===== config.mk =====
export PLATFORM = sky130hd
export DESIGN_NAME = integer_interval_pixel_mask
export DESIGN_NICKNAME = d
export VERILOG_FILES = /design/src/rtl/core/imask_pkg.sv /design/src/rtl/core/imask_cell.sv /design/src/rtl/core/integer_interval_pixel_mask.sv
export SDC_FILE = /design/constraint.sdc
export NUM_CORES = 2
export LEC_CHECK = 0
export BUFFER_PORTS_ARGS = -buffer_cell sky130_fd_sc_hd__buf_2
export CAP_MARGIN = 20
export CORE_MARGIN = 5
export CORE_UTILIZATION = 55
export CTS_CLUSTER_SIZE = 8
export DETAILED_ROUTE_END_ITERATION = 10
export PLACE_DENSITY = 0.86
export SETUP_SLACK_MARGIN = 0.02
export SLEW_MARGIN = 20
export SYNTH_ARGS = -nofsm -noshare
export SYNTH_HDL_FRONTEND = slang
export SYNTH_SLANG_ARGS = --single-unit

===== constraint.sdc =====
create_clock -name clk -period 33.4 [get_ports clk]
set_input_delay 6.68 -clock clk [delete_from_list [all_inputs] [get_ports clk]]
set_output_delay 6.68 -clock clk [all_outputs]
set_load 0.02 [all_outputs]

===== src/rtl/core/imask_pkg.sv =====
`timescale 1ns / 1ps
`default_nettype none

package imask_pkg;

  localparam int MAX_RULES_DEF = 16;

  typedef logic [1:0] op_t;
  localparam op_t OP_CLEAR = 2'd0;
  localparam op_t OP_ADD   = 2'd1;
  localparam op_t OP_MASK  = 2'd2;

  typedef logic [1:0] kind_t;
  localparam kind_t KIND_BETWEEN = 2'd0;
  localparam kind_t KIND_BELOW   = 2'd1;
  localparam kind_t KIND_ABOVE   = 2'd2;

  localparam logic signed [31:0] NULL_CODE = 32'sh8000_0000;

  typedef struct packed {
    op_t                operation;
    logic signed [31:0] value;
    logic signed [31:0] bound_a;
    logic signed [31:0] bound_b;
    kind_t              rule_kind;
    logic               row_end;
  } in_t;

  typedef struct packed {
    logic signed [31:0] pixel_out;
    logic               is_null;
    logic               row_end_out;
  } out_t;

  // One beat moving down the rule chain: a pixel under test or a rule to store.
  // For a pixel, a holds the value; for a rule, a/b are the ordered bounds.
  typedef struct packed {
    logic               valid;
    logic               is_add;
    logic signed [31:0] a;
    logic signed [31:0] b;
    kind_t              kind;
    logic               row_end;
    logic               hit;
  } beat_t;

endpackage

`default_nettype wire


===== src/rtl/core/imask_cell.sv =====
`timescale 1ns / 1ps
`default_nettype none

module imask_cell #(
  parameter int MAX_RULES = imask_pkg::MAX_RULES_DEF,
  parameter int CELL_ID   = 0,
  localparam int CW       = $clog2(MAX_RULES + 1)
) (
  input  wire logic              clk,
  input  wire logic              rst_n,
  input  wire logic              adv,
  input  wire imask_pkg::beat_t  beat_i,
  input  wire logic [CW-1:0]     idx_i,
  input  wire logic [CW-1:0]     cnt_i,
  output imask_pkg::beat_t       beat_o,
  output logic [CW-1:0]          idx_o,
  output logic [CW-1:0]          cnt_o
);

  logic signed [31:0] lo_r;
  logic signed [31:0] hi_r;
  imask_pkg::kind_t   kind_r;
  imask_pkg::beat_t   beat_r;
  imask_pkg::beat_t   beat_nxt;
  logic [CW-1:0]      idx_r;
  logic [CW-1:0]      cnt_r;
  logic               match;
  logic               store;

  assign store = adv && beat_i.valid && beat_i.is_add && (idx_i == CW'(CELL_ID));

  always_comb begin
    unique case (kind_r)
      imask_pkg::KIND_BELOW: match = beat_i.a <= lo_r;
      imask_pkg::KIND_ABOVE: match = beat_i.a >= hi_r;
      default:               match = (beat_i.a >= lo_r) && (beat_i.a <= hi_r);
    endcase
  end

  always_comb begin
    beat_nxt = beat_i;
    // only rules below the count seen at intake take part
    if (!beat_i.is_add && (CW'(CELL_ID) < cnt_i) && match) begin
      beat_nxt.hit = 1'b1;
    end
  end

  always_ff @(posedge clk) begin
    if (store) begin
      lo_r   <= beat_i.a;
      hi_r   <= beat_i.b;
      kind_r <= beat_i.kind;
    end
  end

  always_ff @(posedge clk) begin
    if (!rst_n) begin
      beat_r.valid <= 1'b0;
    end else if (adv) begin
      beat_r <= beat_nxt;
      idx_r  <= idx_i;
      cnt_r  <= cnt_i;
    end
  end

  assign beat_o = beat_r;
  assign idx_o  = idx_r;
  assign cnt_o  = cnt_r;

endmodule

`default_nettype wire


===== src/rtl/core/integer_interval_pixel_mask.sv =====
`timescale 1ns / 1ps
`default_nettype none

// Interval pixel mask. Takes one beat per cycle: clear, add-rule or mask-pixel.
// Each of the MAX_RULES cells holds one rule; a pixel walks the chain one cell
// per cycle unless the chain is stalled, registered in each cell, and the block
// sustains one beat per cycle while the result side keeps up. Rule
// writes travel the same chain, so every pixel sees exactly the rules added
// before it. A stall while a result waits at the tail freezes the whole chain
// and stalls the input in the same cycle.
module integer_interval_pixel_mask #(
  parameter int MAX_RULES = imask_pkg::MAX_RULES_DEF
) (
  input  wire logic           clk,
  input  wire logic           rst_n,
  input  wire logic           in_valid,
  output logic                in_stall,
  input  wire imask_pkg::in_t in_data,
  output logic                out_valid,
  input  wire logic           out_stall,
  output imask_pkg::out_t     out_data,
  input  wire logic           cfg_we,
  input  wire logic           cfg_wdata
);

  localparam int CW = $clog2(MAX_RULES + 1);

  logic               invert_r;
  logic [CW-1:0]      cnt_r;
  logic [CW-1:0]      cnt_nxt;
  logic               adv;
  logic               in_accept;
  logic               full;
  logic               keep;
  logic signed [31:0] lo;
  logic signed [31:0] hi;

  imask_pkg::beat_t   chain [MAX_RULES+1];
  logic [CW-1:0]      idx_c [MAX_RULES+1];
  logic [CW-1:0]      cnt_c [MAX_RULES+1];

  assign adv       = !(out_valid && out_stall);
  assign in_stall  = !adv;
  assign in_accept = in_valid && adv;
  assign full      = (cnt_r == CW'(MAX_RULES));

  always_ff @(posedge clk) begin
    if (!rst_n) begin
      invert_r <= 1'b0;
    end else if (cfg_we) begin
      invert_r <= cfg_wdata;
    end
  end

  always_comb begin
    cnt_nxt = cnt_r;
    if (in_accept) begin
      priority if (in_data.operation == imask_pkg::OP_CLEAR) begin
        cnt_nxt = '0;
      end else if (in_data.operation == imask_pkg::OP_ADD && !full) begin
        cnt_nxt = cnt_r + CW'(1);
      end else begin
        cnt_nxt = cnt_r;
      end
    end
  end

  always_ff @(posedge clk) begin
    if (!rst_n) begin
      cnt_r <= '0;
    end else begin
      cnt_r <= cnt_nxt;
    end
  end

  always_comb begin
    if (in_data.bound_a <= in_data.bound_b) begin
      lo = in_data.bound_a;
      hi = in_data.bound_b;
    end else begin
      lo = in_data.bound_b;
      hi = in_data.bound_a;
    end
  end

  // intake beat; clears act on the count alone and never enter the chain
  always_comb begin
    chain[0].valid   = in_accept && ((in_data.operation == imask_pkg::OP_MASK) ||
                       (in_data.operation == imask_pkg::OP_ADD && !full));
    chain[0].is_add  = (in_data.operation == imask_pkg::OP_ADD);
    chain[0].a       = chain[0].is_add ? lo : in_data.value;
    chain[0].b       = hi;
    chain[0].kind    = in_data.rule_kind;
    chain[0].row_end = in_data.row_end;
    chain[0].hit     = 1'b0;
  end

  assign idx_c[0] = cnt_r;
  assign cnt_c[0] = cnt_r;

  for (genvar i = 0; i < MAX_RULES; i++) begin : g_cell
    imask_cell #(
      .MAX_RULES (MAX_RULES),
      .CELL_ID   (i)
    ) u_cell (
      .clk    (clk),
      .rst_n  (rst_n),
      .adv    (adv),
      .beat_i (chain[i]),
      .idx_i  (idx_c[i]),
      .cnt_i  (cnt_c[i]),
      .beat_o (chain[i+1]),
      .idx_o  (idx_c[i+1]),
      .cnt_o  (cnt_c[i+1])
    );
  end

  // rule beats drain off the tail silently
  assign out_valid = chain[MAX_RULES].valid && !chain[MAX_RULES].is_add;
  assign keep      = (cnt_c[MAX_RULES] == '0) || (invert_r ^ chain[MAX_RULES].hit);

  always_comb begin
    out_data.pixel_out   = keep ? chain[MAX_RULES].a : imask_pkg::NULL_CODE;
    out_data.is_null     = !keep;
    out_data.row_end_out = chain[MAX_RULES].row_end;
  end

  a_cnt_bound: assert property (@(posedge clk) disable iff (!rst_n)
    cnt_r <= CW'(MAX_RULES))
    else $error("rule count past table size");

  a_clear: assert property (@(posedge clk) disable iff (!rst_n)
    in_accept && in_data.operation == imask_pkg::OP_CLEAR |=> cnt_r == '0)
    else $error("clear did not empty the table");

  a_full_hold: assert property (@(posedge clk) disable iff (!rst_n)
    in_accept && in_data.operation == imask_pkg::OP_ADD && full |=> full)
    else $error("add on full table changed the count");

  a_null: assert property (@(posedge clk) disable iff (!rst_n)
    out_valid && out_data.is_null |-> out_data.pixel_out == imask_pkg::NULL_CODE)
    else $error("dropped pixel without null code");

endmodule

`default_nettype wire


# Word-level counts from Yosys, hierarchy flattened
# Cells that the tools add are included.
# W data, S select, Z words.
# totals
word_cells,462
out_inout_bits,36
ff_bits,2228
in_bits,107
# classes
reduce_logical,129
muxes,23
n_lt_le_gt_ge,81
add_sub_neg,1
eq_ne,50
n_bitwise,2
# ops
cell,n
$le A32 B32 Y1,33
$ge A32 B32 Y1,32
$mux W32,4
$logic_and A1 B1 Y1,101
$eq A5 B4 Y1 const B,8
$lt A4 B5 Y1 const A,8
$eq A2 B1 Y1 const B,17
$eq A2 B2 Y1 const B,17
$pmux W1 S2,16
$eq A5 B3 Y1 const B,4
$logic_not A1 Y1,20
$lt A3 B5 Y1 const A,4
$eq A5 B2 Y1 const B,2
$logic_not A5 Y1,2
$lt A1 B5 Y1 const A,2
$lt A2 B5 Y1 const A,2
$mux W5,2
$add A5 B1 Y5 const B,1
$eq A5 B1 Y1 const B,1
$eq A5 B5 Y1 const B,1
$reduce_and A2 Y1,2
$logic_not A2 Y1,1
$logic_or A1 B1 Y1,2
$reduce_bool A2 Y1,1
other kinds (3),3

# Logic depth before layout (Yosys ltp)
# logic_depth
ltp_word,9
ltp_mapped,22
ltp_nobuf,21

# Modules after synthesis
# Synthesis repeated with hierarchy kept, for this count alone.
# hier_totals
hier_cells,6824
hier_area_um2,101807.6
# by_module_without_submodules
mod,cells_per_inst,seq_area_each_um2,n_inst,area_each_um2
imask_cell at g_cell[8].u_cell,412,4374.2,1,6256.0
imask_cell at g_cell[9].u_cell,408,4374.2,1,6254.7
imask_cell at g_cell[5].u_cell,400,4374.2,1,6224.7
imask_cell at g_cell[1].u_cell,400,4374.2,1,6222.2
imask_cell at g_cell[6].u_cell,406,4374.2,1,6221.0
imask_cell at g_cell[0].u_cell,402,4374.2,1,6199.7
imask_cell at g_cell[2].u_cell,400,4374.2,1,6199.7
imask_cell at g_cell[10].u_cell,406,4374.2,1,6194.7
imask_cell at g_cell[4].u_cell,400,4374.2,1,6192.2
imask_cell at g_cell[12].u_cell,405,4374.2,1,6190.9
imask_cell at g_cell[14].u_cell,405,4374.2,1,6188.4
imask_cell at g_cell[11].u_cell,401,4374.2,1,6185.9
imask_cell at g_cell[13].u_cell,405,4374.2,1,6185.9
imask_cell at g_cell[15].u_cell,394,4374.2,1,6170.9
3 more rows,n/a,n/a,n/a,n/a

# Worst setup path after synthesis
# No wires, ideal clock.
# synth_path
path_type,input to register
from,input port out_stall
to,"register g_cell[0].u_cell.beat_r, in the netlist g_cell[0].u_cell.beat_o[0] (enable)"
setup_time_ps,1669
n_path_buf,2
slack_ps,-1457
stages,4
required_ps,31731
arrival_time_ps,33188
path_cell_list,nand2_1 > clkbuf_1 > buf_1 > and2_1
# synth_between
elab_chain_cells,3
# synth_lines
element,line,text
start: declaration,integer_interval_pixel_mask.sv:20,"input wire logic out_stall,"
$logic_and A1 B1 Y1,integer_interval_pixel_mask.sv:42,assign adv = !(out_valid && out_stall);
$not A1 Y1 (no source line),n/a,
$reduce_and A2 Y1 (no source line),n/a,
end signal: assignment,imask_cell.sv:60,beat_r <= beat_nxt;
end: declaration,imask_cell.sv:23,imask_pkg::beat_t beat_r;
# No other way between the ends.
# A chain may end at the register's enable or synchronous reset.

# Final worst setup path
# layout_path
from,input port out_stall
to,output port in_stall
# layout_between
elab_chain_cells,1
# layout_lines
element,line,text
$logic_and A1 B1 Y1,integer_interval_pixel_mask.sv:42,
end: declaration,integer_interval_pixel_mask.sv:17,"output logic in_stall,"
# No other way between the ends.

==> results.json <==
{
  "status": "finished, final reports clean",
  "cts_hold_buffers": 0,
  "ctsHtreeMaxLevel": 5,
  "grt_max_degree": 206,
  "cp_cell_sequence": "buf_2 -> nand2_1 -> buf_4 -> inv_1 -> buf_4 -> buf_2",
  "relSlewSlack_pct": 17.26,
  "coreArea_um2": 175500,
  "hold_viol_final": 0,
  "cp-end-kind": "primary output",
  "wl_per_cell_um": 20.68,
  "synth_seq_cells": 2228,
  "multi_input_area_um2": 25840,
  "critPathRequiredTime_ns": 26.72,
  "areaGrowthSynthToFinish_pct": 13.02,
  "peakVddDrop_v": 0.00005514,
  "drtAntennaViolNets": 0,
  "die_w_um": 429.3,
  "io_buffers": 142,
  "p_per_area_nw_per_um2": 58.57,
  "ios": 143,
  "slew_violations": 0,
  "overflow": 0,
  "start_util_pct": 55.10,
  "clock_path_buffers": 4,
  "tritoncts": "built",
  "antenna_found_initial": 2,
  "syn_area_per_cell_um2": 14.83,
  "grt_pass1_wl_um": 307300,
  "netlist_area_um2": 96710,
  "worst_pin_slew_ns": 1.230,
  "vias_per_cell": 5.768,
  "synth_fp_nets": 7719,
  "period_share_pct": 43.41,
  "ys.flop_type": "edfxtp_1",
  "synth-edff-count": 2206,
  "fin_cells": 9405,
  "cts_root_buf": "clkbuf_16",
  "drt_wl_total_um": 194500,
  "grt_pass1_vias": 59110,
  "skew_ns": 0.03465,
  "setup_viol": 0,
  "vias": 54250,
  "post-route-drc-count": 0,
  "drv_cap": 0,
  "fin_crit_ns": 14.50,
  "numCtsBuffers": 328,
  "synth-seq-area-share_pct": 68.95,
  "crit_type": "in2out",
  "cts.clk_slew.worst_paths_ns": 0.05,
  "syn_inst": 6522,
  "critical_path.max_stage_delay_ns": 0.42,
  "max_freq_mhz": 68.98,
  "drt_iter0_markers": 4799,
  "p_leak_nw": 44.69,
  "crit_fanout": 25,
  "post-cts-setup-buffers": 0,
  "chipHeight_um": 429.3,
  "final-seq-area_um2": 66680,
  "ff2ff_setup_slack_ns": 29.16,
  "arrival_ns": 7.82,
  "fin_nets": 8200,
  "fillCellCount": 11380,
  "hold_class": "reg2reg",
  "yosys_warnings": 0,
  "post_cts_resized": 0,
  "clock_sinks": 2228,
  "rows": 154,
  "ys_types": 82,
  "hpwl_um": 128300,
  "die-area_um2": 184300,
  "setup_tns_ns": 0,
  "first_pass_iters": 7,
  "critPathSlowestCell": "buf_4",
  "drive_above_1_share_pct": 7.857,
  "grtUsageTotal_pct": 20.88,
  "clock_latency_ns": 0.92,
  "async_reset_ff_share_pct": 0,
  "worst_setup_path_start_kind": "input pin",
  "place.gp.congestion": 0.8600,
  "rsz0062_at_grt": "false",
  "place_inst": 9011
}
-- power breakdown --
part | total (mW) | internal, mW | switching (mW)
Combinational | 0.272 | 0.103 | 0.169
Clock | 2.85 | 1.77 | 1.08
Sequential | 3.28 | 3.20 | 0.0776
Total | 6.40 | 5.08 | 1.32
-- worst max-delay path: cells and delay by family --
family	cells	cell delay [ns]
buffers and inverters	5	1.09
and+or+nand+nor	1	0.04
-- cell type report --
| type | count | share of cell area (%) |
|---|---|---|
| Antenna cell | 1 | 0.002289 |
| Multi-Input combinational cell | 3161 | 23.64 |
| Tap cell | 2340 | 2.679 |
| Inverter | 1106 | 3.798 |
| Timing Repair Buffer | 178 | 0.9639 |
| Clock buffer | 386 | 7.845 |
| Clock inverter | 5 | 0.05953 |
| Sequential cell | 2228 | 61.01 |
-- flip-flops by register name, summed over array words and instances, names as in the netlist --
signal                flops
cnt_r                     5
g_cell.u_cell.beat_o   1086
g_cell.u_cell.cnt_o      15
g_cell.u_cell.hi_r      512
g_cell.u_cell.idx_o      65
g_cell.u_cell.kind_r     32
g_cell.u_cell.lo_r      512
invert_r                  1
-- cells in the final DEF, fill, tap and decap left out, types with 14 or more instances in the layout --
cell,instances
a21o_1,145
nand2_1,291
nand4_1,212
a21oi_1,363
a221oi_1,17
o211ai_1,44
a221o_1,15
and4_1,14
o21ai_0,164
nor3_1,44
nand3_1,91
ha_1,1090
dfxtp_1,22
edfxtp_1,2206
o21a_1,16
mux2i_1,46
buf_2,142
a211oi_1,50
and3_1,17
clkbuf_16,335
a31oi_1,15
a21boi_0,22
o21ai_1,25
nor2_1,126
inv_1,1106
buf_4,30
nand2b_1,29
a2111oi_0,27
clkbuf_1,51
nor2b_1,55
and2_1,37
nor4_1,52
-- path summary, 6_finish.rpt --
check,start,endpoint,depth (start not counted)
max,out_stall,in_stall,6
min,g_cell[14].u_cell.beat_o[17],g_cell[15].u_cell.hi_r[13],0
max reg2reg,g_cell[15].u_cell.beat_o[69],g_cell[14].u_cell.beat_o[10],7
min reg2reg,g_cell[14].u_cell.beat_o[17],g_cell[15].u_cell.hi_r[13],0
-- metal layers --
metal | part of all wire [%] | up-vias | global-route usage, %
met5 | 0.0072 | - | 0
met4 | 6.7 | 2 | 13.07
met3 | 4.7 | 689 | 3.274
met2 | 53 | 2007 | 38.41
met1 | 35 | 26430 | 22.37
li1 | - | 25120 | -
-- synthesized netlist by cell type (38+ instances only) --
cell | n | share of area [%]
a211oi_1 | 50 | 0.39
a21o_1 | 145 | 1.1
a21oi_1 | 363 | 1.9
and2_1 | 38 | 0.25
edfxtp_1 | 2206 | 68
ha_1 | 1090 | 14
inv_1 | 1106 | 4.3
mux2i_1 | 46 | 0.48
nand2_1 | 292 | 1.1
nand3_1 | 91 | 0.47
nand4_1 | 212 | 1.4
nor2_1 | 130 | 0.50
nor2b_1 | 55 | 0.36
nor3_1 | 48 | 0.25
nor4_1 | 58 | 0.38
o211ai_1 | 44 | 0.34
o21ai_0 | 165 | 0.85
-- through the flow --
| stage | total power [mW] | hold WS (ns) | utilization [%] | cell area (um2) | setup slack (ns) |
|---|---|---|---|---|---|
| after CTS | 6.427 | 0.4016 | 62.23 | 109200 | 18.92 |
| after detailed placement | 3.592 | 0.4045 | 57.30 | 100600 | 18.95 |
| after global routing | 6.602 | 0.4104 | 62.27 | 109300 | 18.85 |
| after global placement | 3.560 | 0.4010 | 57.30 | 100600 | 19.00 |
| after floorplan | 3.510 | 0.4003 | - | 96720 | 11.51 |
| final | 6.401 | 0.4016 | 62.27 | 109300 | 18.90 |
-- kinds of logic (layout without fill, tap and decap cells) --
logic type                 after synthesis  in the layout  share of synthesized area (%)
xor gates and xnor gates                 4              4                        0.03623
AOI/OAI and AO/OA                      993            993                          6.475
buffers and inverters                 1133           1675                          4.439
muxes                                   50             50                         0.5343
and+or+nand+nor                       1024           1024                          5.465
DFF                                   2228           2228                          68.95
adders and majority gates             1090           1090                          14.10
other                                    0              1                              0
Power figures use the tool's default switching activity.
